[config.mk]
export PLATFORM = sky130hd
export DESIGN_NAME = spectrum_bin_level_scaler
export DESIGN_NICKNAME = d
export VERILOG_FILES = /design/src/hdl/sbls_pkg.sv /design/src/hdl/spectrum_bin_level_scaler.sv
export VERILOG_INCLUDE_DIRS = /design/src /design/src/hdl
export SDC_FILE = /design/constraint.sdc
export NUM_CORES = 2
export LEC_CHECK = 0
export ABC_AREA = 1
export BUFFER_PORTS_ARGS = -buffer_cell sky130_fd_sc_hd__buf_2
export CAP_MARGIN = 20
export CORE_MARGIN = 5
export CORE_UTILIZATION = 30
export CTS_BUF_LIST = sky130_fd_sc_hd__clkbuf_16
export DETAILED_ROUTE_END_ITERATION = 12
export PLACE_DENSITY_LB_ADDON = 0.25
export SETUP_SLACK_MARGIN = 0.15
export SYNTH_ARGS = -nofsm -noshare
export SYNTH_HDL_FRONTEND = slang
export SYNTH_SLANG_ARGS = --single-unit
[constraint.sdc]
create_clock -name clk -period 9.4 [get_ports clk]
set_input_delay 1.41 -clock clk [delete_from_list [all_inputs] [get_ports clk]]
set_output_delay 1.41 -clock clk [all_outputs]
set_load 0.005 [all_outputs]
[src/hdl/assert_macros.svh]
// ----------------------------------------------------------------------------
// Assertion macros
// Concurrent assertion helpers for the spectrum level scaler. They sample on
// clk and are disabled while rst is high.
// ----------------------------------------------------------------------------
`ifndef ASSERT_MACROS_SVH
`define ASSERT_MACROS_SVH

`ifndef SYNTH

`define SBLS_ASSERT_IMP(lbl, ante, cons) \
  lbl: assert property (@(posedge clk) disable iff (rst) (ante) |-> (cons)) \
    else $error("sbls assertion failed");

`define SBLS_ASSERT_NEXT(lbl, ante, cons) \
  lbl: assert property (@(posedge clk) disable iff (rst) (ante) |=> (cons)) \
    else $error("sbls assertion failed");

`else

`define SBLS_ASSERT_IMP(lbl, ante, cons)

`define SBLS_ASSERT_NEXT(lbl, ante, cons)

`endif

`endif

[src/hdl/sbls_pkg.sv]
// ----------------------------------------------------------------------------
// Spectrum level scaler package
// Register indexes, reset values and the sequencer state type.
// ----------------------------------------------------------------------------
`default_nettype none

package sbls_pkg;

  localparam int CFG_IDX_W = 1;
  localparam int CFG_DATA_W = 9;

  localparam logic [CFG_IDX_W-1:0] CFG_AVG_MULT = 1'b0;
  localparam logic [CFG_IDX_W-1:0] CFG_AVG_DIV = 1'b1;

  localparam logic [7:0] AVG_MULT_RESET = 8'd3;
  localparam logic [8:0] AVG_DIV_RESET = 9'd4;
  localparam logic [31:0] PEAK_AT_RESET = 32'd1000;
  localparam logic [15:0] MAX_LEVEL = 16'd255;

  typedef enum logic [10:0] {
    ST_IDLE  = 11'b000_0000_0001,
    ST_SQ_I  = 11'b000_0000_0010,
    ST_SQ_Q  = 11'b000_0000_0100,
    ST_MUL_A = 11'b000_0000_1000,
    ST_CHK1  = 11'b000_0001_0000,
    ST_DIV1  = 11'b000_0010_0000,
    ST_PEAK  = 11'b000_0100_0000,
    ST_MUL_L = 11'b000_1000_0000,
    ST_CHK2  = 11'b001_0000_0000,
    ST_DIV2  = 11'b010_0000_0000,
    ST_DONE  = 11'b100_0000_0000
  } state_t;

endpackage

`default_nettype wire

[src/hdl/spectrum_bin_level_scaler.sv]
// ----------------------------------------------------------------------------
// Spectrum bin level scaler
// Turns FFT bins into waterfall display levels with a running average and
// per-frame peak normalization.
// ----------------------------------------------------------------------------
// The input channel carries one bin (action low, in_phase, quadrature) or an
// end-of-frame marker (action high) per transfer. Every input transfer yields
// exactly one transfer on the output channel carrying level.
// A bin runs through one shared 32x16 multiplier for I*I, Q*Q, the average
// weighting and the 255 scaling, and through one shared subtract-compare unit
// for two restoring divisions: 32 quotient steps by the average divisor and
// 8 steps by the previous frame's peak, each after a saturation check.
// A bin steps through SQ_I, SQ_Q, MUL_A, CHK1, DIV1, PEAK, MUL_L, CHK2 and DIV2
// to DONE, where a saturating check skips its division; an end-of-frame marker
// goes from idle straight to DONE. in_ready is high only while the sequencer
// is idle, so one item is worked on at a time: the next item is accepted
// once the last is in the output register. A finished level waits in the
// output register while the next item is already accepted; if the receiver
// stalls, the sequencer holds its next result until the output register is
// free. The configuration channel is always ready and should be used while
// idle. Reset clears the running average and frame peak, sets the scale peak
// to 1000 and the registers to multiplier 3 and divisor 4.
// ----------------------------------------------------------------------------
`default_nettype none

module spectrum_bin_level_scaler (
  input  wire logic                            clk,
  input  wire logic                            rst,
  input  wire logic                            cfg_valid,
  output logic                                 cfg_ready,
  input  wire logic [sbls_pkg::CFG_IDX_W-1:0]  cfg_index,
  input  wire logic [sbls_pkg::CFG_DATA_W-1:0] cfg_data,
  input  wire logic                            in_valid,
  output logic                                 in_ready,
  input  wire logic                            action,
  input  wire logic signed [15:0]              in_phase,
  input  wire logic signed [15:0]              quadrature,
  output logic                                 out_valid,
  input  wire logic                            out_ready,
  output logic [7:0]                           level
);

  import sbls_pkg::*;

  `include "assert_macros.svh"

  state_t      state;
  logic [7:0]  avg_mult;
  logic [8:0]  avg_div;
  logic [31:0] avg;
  logic [31:0] scale_peak;
  logic [31:0] frame_peak;
  logic [15:0] i_r;
  logic [15:0] q_r;
  logic [40:0] acc;
  logic [31:0] rem;
  logic [31:0] quot;
  logic [4:0]  cnt;

  logic [15:0] mag_i;
  logic [15:0] mag_q;
  logic [31:0] mul_a;
  logic [15:0] mul_b;
  logic [47:0] prod;
  logic [40:0] acc_sum;
  logic [8:0]  div_eff;
  logic [31:0] dvsr;
  logic        shift_en;
  logic [32:0] opnd;
  logic [33:0] diff;
  logic        ge;

  assign mag_i = i_r[15] ? (~i_r + 16'd1) : i_r;
  assign mag_q = q_r[15] ? (~q_r + 16'd1) : q_r;

  always_comb begin
    case (state)
      ST_SQ_I: begin
        mul_a = {16'd0, mag_i};
        mul_b = mag_i;
      end
      ST_SQ_Q: begin
        mul_a = {16'd0, mag_q};
        mul_b = mag_q;
      end
      ST_MUL_A: begin
        mul_a = avg;
        mul_b = {8'd0, avg_mult};
      end
      ST_MUL_L: begin
        mul_a = avg;
        mul_b = MAX_LEVEL;
      end
      default: begin
        mul_a = 32'd0;
        mul_b = 16'd0;
      end
    endcase
  end

  assign prod = 48'(mul_a) * 48'(mul_b);
  assign acc_sum = acc + prod[40:0];

  assign div_eff = (avg_div == 9'd0) ? 9'd1 : avg_div;
  assign dvsr = (state == ST_CHK1 || state == ST_DIV1) ? {23'd0, div_eff} : scale_peak;
  assign shift_en = (state == ST_DIV1 || state == ST_DIV2);
  assign opnd = shift_en ? {rem, quot[31]} : {1'b0, rem};
  assign diff = {1'b0, opnd} - {2'b00, dvsr};
  assign ge = ~diff[33];

  assign cfg_ready = 1'b1;
  assign in_ready = (state == ST_IDLE);

  always_ff @(posedge clk) begin
    if (rst) begin
      state      <= ST_IDLE;
      out_valid  <= 1'b0;
      avg        <= 32'd0;
      scale_peak <= PEAK_AT_RESET;
      frame_peak <= 32'd0;
      avg_mult   <= AVG_MULT_RESET;
      avg_div    <= AVG_DIV_RESET;
    end else begin
      if (cfg_valid) begin
        case (cfg_index)
          CFG_AVG_MULT: avg_mult <= cfg_data[7:0];
          CFG_AVG_DIV:  avg_div <= cfg_data;
          default: ;
        endcase
      end
      if (state == ST_DONE && (!out_valid || out_ready)) begin
        out_valid <= 1'b1;
      end else if (out_valid && out_ready) begin
        out_valid <= 1'b0;
      end
      case (state)
        ST_IDLE: begin
          if (in_valid) begin
            if (action) begin
              scale_peak <= (frame_peak == 32'd0) ? 32'd1 : frame_peak;
              frame_peak <= 32'd0;
              quot       <= 32'd0;
              state      <= ST_DONE;
            end else begin
              i_r   <= in_phase;
              q_r   <= quadrature;
              state <= ST_SQ_I;
            end
          end
        end
        ST_SQ_I: begin
          acc   <= prod[40:0];
          state <= ST_SQ_Q;
        end
        ST_SQ_Q: begin
          acc   <= acc_sum;
          state <= ST_MUL_A;
        end
        ST_MUL_A: begin
          rem   <= {23'd0, acc_sum[40:32]};
          quot  <= acc_sum[31:0];
          state <= ST_CHK1;
        end
        ST_CHK1: begin
          cnt <= 5'd31;
          if (ge) begin
            quot  <= '1;
            state <= ST_PEAK;
          end else begin
            state <= ST_DIV1;
          end
        end
        ST_DIV1, ST_DIV2: begin
          rem  <= ge ? diff[31:0] : opnd[31:0];
          quot <= {quot[30:0], ge};
          cnt  <= cnt - 5'd1;
          if (cnt == 5'd0) begin
            state <= (state == ST_DIV1) ? ST_PEAK : ST_DONE;
          end
        end
        ST_PEAK: begin
          avg <= quot;
          if (frame_peak < quot) begin
            frame_peak <= quot;
          end
          state <= ST_MUL_L;
        end
        ST_MUL_L: begin
          rem   <= prod[39:8];
          quot  <= {prod[7:0], 24'd0};
          state <= ST_CHK2;
        end
        ST_CHK2: begin
          cnt <= 5'd7;
          if (ge) begin
            quot[7:0] <= 8'hFF;
            state     <= ST_DONE;
          end else begin
            state <= ST_DIV2;
          end
        end
        ST_DONE: begin
          if (!out_valid || out_ready) begin
            level <= quot[7:0];
            state <= ST_IDLE;
          end
        end
        default: begin
          state <= ST_IDLE;
        end
      endcase
    end
  end

  `SBLS_ASSERT_NEXT(a_eof_clears_peak, in_valid && in_ready && action, frame_peak == 32'd0 && state == ST_DONE)
  `SBLS_ASSERT_IMP(a_scale_peak_nonzero, 1'b1, scale_peak != 32'd0)
  `SBLS_ASSERT_IMP(a_div_rem_below, shift_en, rem < dvsr)
  `SBLS_ASSERT_NEXT(a_peak_tracks_avg, state == ST_PEAK, frame_peak >= avg)

endmodule

`default_nettype wire
# Word-level counts from Yosys, hierarchy flattened

Cells that the tools add are included.

Bits in registers: 275
Input bits: 48
Output and inout port bits: 11
Word-level logic and storage cells: 106

Bitwise operators: 6
Reduce and logical (&&, ||, !) cells: 30
Equal/unequal tests: 18
Multiply operators: 1
Add/subtract/negate cells: 5
Muxes and demuxes: 30
Magnitude comparators: 1

Operators by type and width:

| kind                  | number |
|---|---|
| $mux 32               | 7 |
| $pmux 32 s3           | 2 |
| $pmux 24 s5           | 1 |
| $pmux 11 s10          | 1 |
| $pmux 41 s2           | 1 |
| $mux 11               | 6 |
| $pmux 16 s4           | 1 |
| $pmux 32 s2           | 1 |
| $pmux 8 s6            | 1 |
| $add 41x41->41        | 1 |
| $mul 32x16->41        | 1 |
| $sub 33x32->34        | 1 |
| $mux 33               | 1 |
| $add 16x1->16 const B | 2 |
| $logic_not 32->1      | 1 |
| $lt 32x32->1          | 1 |
| $mux 16               | 2 |
| $not 16->16           | 2 |
| $pmux 5 s3            | 1 |
| $eq 11x1->1 const B   | 1 |
| $eq 11x10->1 const B  | 1 |
| $eq 11x11->1 const B  | 1 |
| $eq 11x2->1 const B   | 1 |
| $eq 11x3->1 const B   | 1 |
| 29 further kinds      | 52 |

# Logic depth before layout (Yosys ltp)

Depth in word-level cells: 7
Gate-level depth with buffers: 51
Depth with buffers taken out: 51

# Worst setup path after synthesis

Ideal clock, no wire load.

Path kind: reg-to-reg
From: reg i_r[0]
To: reg rem[5], data pin
Cell stages (with the launch flop): 43
Clock period less this slack: 7.733 ns
Data required time: 9.141 ns
Buffers on the path: 1
Arrival: 7.473 ns
Setup slack: 1.667 ns
Library setup time: 0.259 ns
Cell sequence: edfxtp_1 -> inv_1 -> ha_1 -> nand3_1 -> o21ai_1 -> o21ai_1 -> a21oi_1 -> o21ai_0 -> nand2_1 -> inv_1 -> nand2_2 -> buf_2 -> nand2_1 -> fa_1 -> fa_1 -> fa_1 -> inv_1 -> fa_1 -> [... 7 more ...] -> inv_1 -> o21ai_2 -> inv_2 -> o21ai_2 -> nand2_1 -> nand2_1 -> nand2_1 -> and2_1 -> ha_1 -> nand2_1 -> inv_1 -> a21oi_1 -> a21boi_0 -> nand2_1 -> nand2_1 -> nand4_1 -> nand3_1 -> nand3_1

Cells in the longest elaborated chain, start to end: 7
Elaborated cells between the ends (all ways): 8
Those cells by class: add/sub (2); mul (1); mux (4); bitwise (1)

RTL lines:

| element                                    | RTL line                         | text |
|---|---|---|
| start, declared                            | spectrum_bin_level_scaler.sv:53  | `logic [15:0] i_r;` |
| start signal, assigned                     | spectrum_bin_level_scaler.sv:145 | `i_r <= in_phase;` |
| $not 16->16                                | spectrum_bin_level_scaler.sv:73  | `assign mag_i = i_r[15] ? (~i_r + 16'd1) : i_r;` |
| $add 16x1->16                              | spectrum_bin_level_scaler.sv:73  |  |
| $mux 16 (*)                                | spectrum_bin_level_scaler.sv:73  |  |
| $pmux 16 s4 or $pmux 32 s3 (tied branches) | spectrum_bin_level_scaler.sv:77  | `case (state)` |
| $mul 32x16->41 (*)                         | spectrum_bin_level_scaler.sv:101 | `assign prod = 48'(mul_a) * 48'(mul_b);` |
| $add 41x41->41                             | spectrum_bin_level_scaler.sv:102 | `assign acc_sum = acc + prod[40:0];` |
| $pmux 32 s3 (*)                            | spectrum_bin_level_scaler.sv:136 | `case (state)` |
| end signal, assigned                       | spectrum_bin_level_scaler.sv:160 | `rem <= {23'd0, acc_sum[40:32]};` |
| end signal, assigned                       | spectrum_bin_level_scaler.sv:174 | `rem <= ge ? diff[31:0] : opnd[31:0];` |
| end signal, assigned                       | spectrum_bin_level_scaler.sv:189 | `rem <= prod[39:8];` |
| end, declared                              | spectrum_bin_level_scaler.sv:56  | `logic [31:0] rem;` |

Mark *: on every way between the ends. The rest lies on a longest branch, timed or not.
A chain may end at the register's enable or synchronous reset.

# Worst setup path in the final report

From: reg state[8]
To: reg quot[18], data pin

Cells in the longest elaborated chain, start to end: 6
Elaborated cells between the ends (all ways): 15
Those cells by class: add/sub (1); mul (1); eq/ne (8); mux (3); reduce/logical (2)

RTL lines:

| element                                    | RTL line                                                          | text |
|---|---|---|
| start, declared                            | spectrum_bin_level_scaler.sv:47                                   | `state_t state;` |
| start signal, assigned                     | spectrum_bin_level_scaler.sv:178                                  | `state <= (state == ST_DIV1) ? ST_PEAK : ST_DONE;` |
| $eq 11x8->1 or $eq 11x4->1 (tied branches) | spectrum_bin_level_scaler.sv:77, spectrum_bin_level_scaler.sv:136 |  |
| $reduce_or 2->1 (no line)                  | --                                                                |  |
| $pmux 32 s3                                | spectrum_bin_level_scaler.sv:77                                   |  |
| $mul 32x16->41                             | spectrum_bin_level_scaler.sv:101                                  |  |
| $add 41x41->41                             | spectrum_bin_level_scaler.sv:102                                  |  |
| $pmux 24 s5 (*)                            | spectrum_bin_level_scaler.sv:136                                  |  |
| end signal, assigned                       | spectrum_bin_level_scaler.sv:161                                  | `quot <= acc_sum[31:0];` |
| end signal, assigned                       | spectrum_bin_level_scaler.sv:175                                  | `quot <= {quot[30:0], ge};` |
| end signal, assigned                       | spectrum_bin_level_scaler.sv:190                                  | `quot <= {prod[7:0], 24'd0};` |
| end, declared                              | spectrum_bin_level_scaler.sv:57                                   | `logic [31:0] quot;` |

Marks and branches as above.

==> metrics.log <==
[metrics] least setup slack across all paths after layout: 501 ps
[metrics] # Max-Cap Violations: 0
[metrics] total of warnings raised by yosys: 0
[metrics] post-synthesis area per instance: 7.40 um2
[metrics] Finished Cell Area: 38900 um2
[metrics] post-route clock period utilization: 94.7%
[metrics] outcome: completed
[metrics] count of flip-flops with a built-in enable after synthesis: 150
[metrics] Mapped Cells: 4610
[metrics] WP data required: 9700 ps
[metrics] Syn-to-layout area delta: 14.0%
[metrics] count of clock tree sinks: 275
[metrics] top cell type's share of synthesized area: 23.5%
[metrics] Power per Cell Area: 236 nW/um2
[metrics] final-stage net count: 5471
[metrics] Overflow after GRT: 0
[metrics] total buffers and inverters traversed by the critical path: 7
[metrics] largest net degree at the start of global routing: 68
[metrics] endpoint kind of the worst setup timing path: register
[metrics] drt via density: 4.80
[metrics] TritonCTS clock tree: done
[metrics] core area: 113000 um2
[metrics] drt total wl: 123 mm
[metrics] Max Buffers Root-to-Sink: 3
[metrics] leading post-synthesis cells by instance count: 1309 x nand2_1, 930 x inv_1, 401 x fa_1
[metrics] Slew HR: 29.5%
[metrics] P_leak: 19.3 nW
[metrics] most area-hungry cell type in the Yosys netlist: fa_1
[metrics] Post-DRT Antenna Nets: 0
[metrics] clock latency of the later-clocked register in the worst-skew pair: 570 ps
[metrics] min-delay worst type: reg -> reg
[metrics] Vert. Die Dim: 347 um
[metrics] antenna diode instance count: 0
[metrics] clock tree skew after final layout: 36.4 ps
[metrics] final HPWL from detailed placement: 101 mm
[metrics] slowest cell on the critical path: fa_1
[metrics] number of synthesized register bits: 275
[metrics] max-slew violation count: 0
[metrics] DRC Markers: 0
[metrics] largest fanout on the critical path: 13
[metrics] overall die width: 347 um
[metrics] sequential-to-total area share from yosys stat: 20.5%
[metrics] global-route wire length before repair: 187 mm
[metrics] number of antenna violations at the first check in global routing: 1
[metrics] Main synth FF type: edfxtp_1
[metrics] worst slack at placement: -247 ps
[metrics] Final Hold Viols: 0
[metrics] Fillers: 12100
[metrics] arrival time worst endpoint: 9190 ps
[metrics] I/O Pins: 59
[metrics] clock-pin transition on the worst setup and hold timing paths: 70 ps
[metrics] distinct cell type count of the synthesized netlist: 67
[metrics] total cell area at the placement stage: 36900 um2
[metrics] worst-margin pin slew: 1060 ps
[metrics] number of H-tree levels: 2
[metrics] CTS Root Buffer Type: clkbuf_16
[metrics] First-pass DRT Iterations: 8
[metrics] startpoint types: register
[metrics] setup repair after global routing missed its margin: false
[metrics] achievable frequency: 0.112 GHz
[metrics] routability cong.: 0.982
[metrics] worst reg2reg setup slack: 500 ps
[metrics] async set-reset flop share out of synthesis: 0%
[metrics] summed instance area of the synthesized netlist: 34100 um2
[metrics] count of input and output buffers: 57
[metrics] ratio of cells with drive above 1 in the final layout: 9.77%
[metrics] initial core utilization: 30.3%
[metrics] Crit path largest cell delay: 550 ps
[metrics] Die ar.: 121000 um2
[metrics] Hold-fix buffers, CTS: 0
[metrics] minimum clock period: 8900 ps
[metrics] number of setup violations in the final report: 0
[metrics] cell types occupying the most area after synthesis: fa_1 24%, nand2_1 14%, edfxtp_1 13%
[metrics] routed len/inst: 19.4 um
[metrics] # rows: 123
[metrics] total number of vias: 30500
[metrics] most used standard cell by instance count after synthesis: nand2_1
[metrics] worst supply voltage drop on vdd: 0.312 mV
[metrics] detailed router's first-iteration violation count: 2552
[metrics] Inserted Clock Buffers: 35
[metrics] overall fraction of global-route tracks in use: 20.0%
[metrics] critical path's top delay family: adder cells
[metrics] critical setup path kind: reg -> reg
[metrics] number of global-route vias before repair: 30500
## stage by stage
step / power [mW] / instances / hold slack (ps) / util (%) / setup TNS [ps]
3_5_place_dp: 7.64 / 6263 / 434 / 32.7 / -889
2_1_floorplan: 5.64 / 4719 / 426 / - / 0
5_1_grt: 9.97 / 6352 / 467 / 34.5 / 0
3_3_place_gp: 7.68 / 6263 / 438 / 32.7 / -1690
4_1_cts: 9.00 / 6327 / 448 / 33.8 / 0
6_report: 9.18 / 6352 / 447 / 34.5 / 0
## worst paths after layout
kind,startpoint,to,cells after the start
setup / recovery,state[8]$_SDFFE_PP0P_,quot[18]$_DFFE_PP_,34
hold / removal,quot[6]$_DFFE_PP_,level[6]$_DFFE_PP_,0
setup reg to reg,state[8]$_SDFFE_PP0P_,quot[18]$_DFFE_PP_,34
hold reg to reg,quot[6]$_DFFE_PP_,level[6]$_DFFE_PP_,0
## routing by layer
| metal | wire length (um) | track usage, % | vias up |
|---|---|---|---|
| met1 | 55600 | 28.0 | 14900 |
| li1 | - | - | 14500 |
| met5 | 0 | 0 | - |
| met2 | 56300 | 32.5 | 921 |
| met4 | 3970 | 5.84 | 0 |
| met3 | 7040 | 2.35 | 150 |
## power breakdown
part           internal [mW]  total (mW)  switching (mW)
clock network          0.746        1.32           0.575
registers               1.53        1.62          0.0866
logic                   2.15        6.24            4.09
## cell usage in the layout (no fill, tap or decap), drive strengths merged, types with 15 or more instances in the layout
master,n
a21oi,219
buf,192
clkbuf,39
conb,111
dfxtp,125
edfxtp,150
fa,401
ha,197
inv,974
nand2,1340
nand3,190
nand3b,22
nand4,73
nor2,389
nor3,41
o211ai,19
o21ai,154
o21bai,15
xnor2,32
xor2,38
## flip-flops by register name, indices dropped and copies added, names as in the netlist
| register | count |
|---|---|
| quot | 32 |
| i_r | 16 |
| level | 8 |
| scale_peak | 32 |
| rem | 32 |
| q_r | 16 |
| state | 11 |
| acc | 41 |
| frame_peak | 32 |
| avg | 32 |
| avg_mult | 8 |
| out_valid | 1 |
| cnt | 5 |
| avg_div | 9 |
## worst reg2reg max path: cells and delay by family (launching register included)
| family | cells | cell delay [ps] |
|---|---|---|
| xor+xnor | 2 | 850 |
| fa+ha+maj | 8 | 3390 |
| compound gates | 7 | 1590 |
| buf+inv | 7 | 910 |
| simple gates | 10 | 1560 |
| flops | 1 | 320 |
## cell families after synthesis
kind of cell	Yosys count	share of synthesized area (%)
AND/OR/NAND/NOR	2092	25.9
buffers and inverters	1087	12.7
adder cells (fa/ha/maj)	598	30.7
AO/OA/AOI/OAI	479	8.07
flip-flops	275	20.5
XOR/XNOR	70	1.80
multiplexers	7	0.205
other	2	0.0220
## repair_timing
| action | 4_1_cts | 5_1_grt |
|---|---|---|
| gates cloned | 0 | 2 |
| pin swaps | 0 | 16 |
| setup buffers | 0 | 23 |
| setup endpoints to repair | 32 | 51 |
| resized for setup | 18 | 162 |
## cell type report
| cell class | instances | area, um2 | area share [%] |
|---|---|---|---|
| clock buffers | 39 | 976 | 2.51 |
| clock inverters | 25 | 116 | 0.299 |
| inverters | 962 | 3640 | 9.36 |
| multi-input cells | 3358 | 23900 | 61.4 |
| flip-flops and latches | 275 | 7010 | 18.0 |
| well taps | 1500 | 1880 | 4.82 |
| repair buffers | 192 | 1390 | 3.56 |
| repair inverters | 1 | 6.26 | 0.0161 |
No activity file was read; power rests on OpenSTA's default activity.
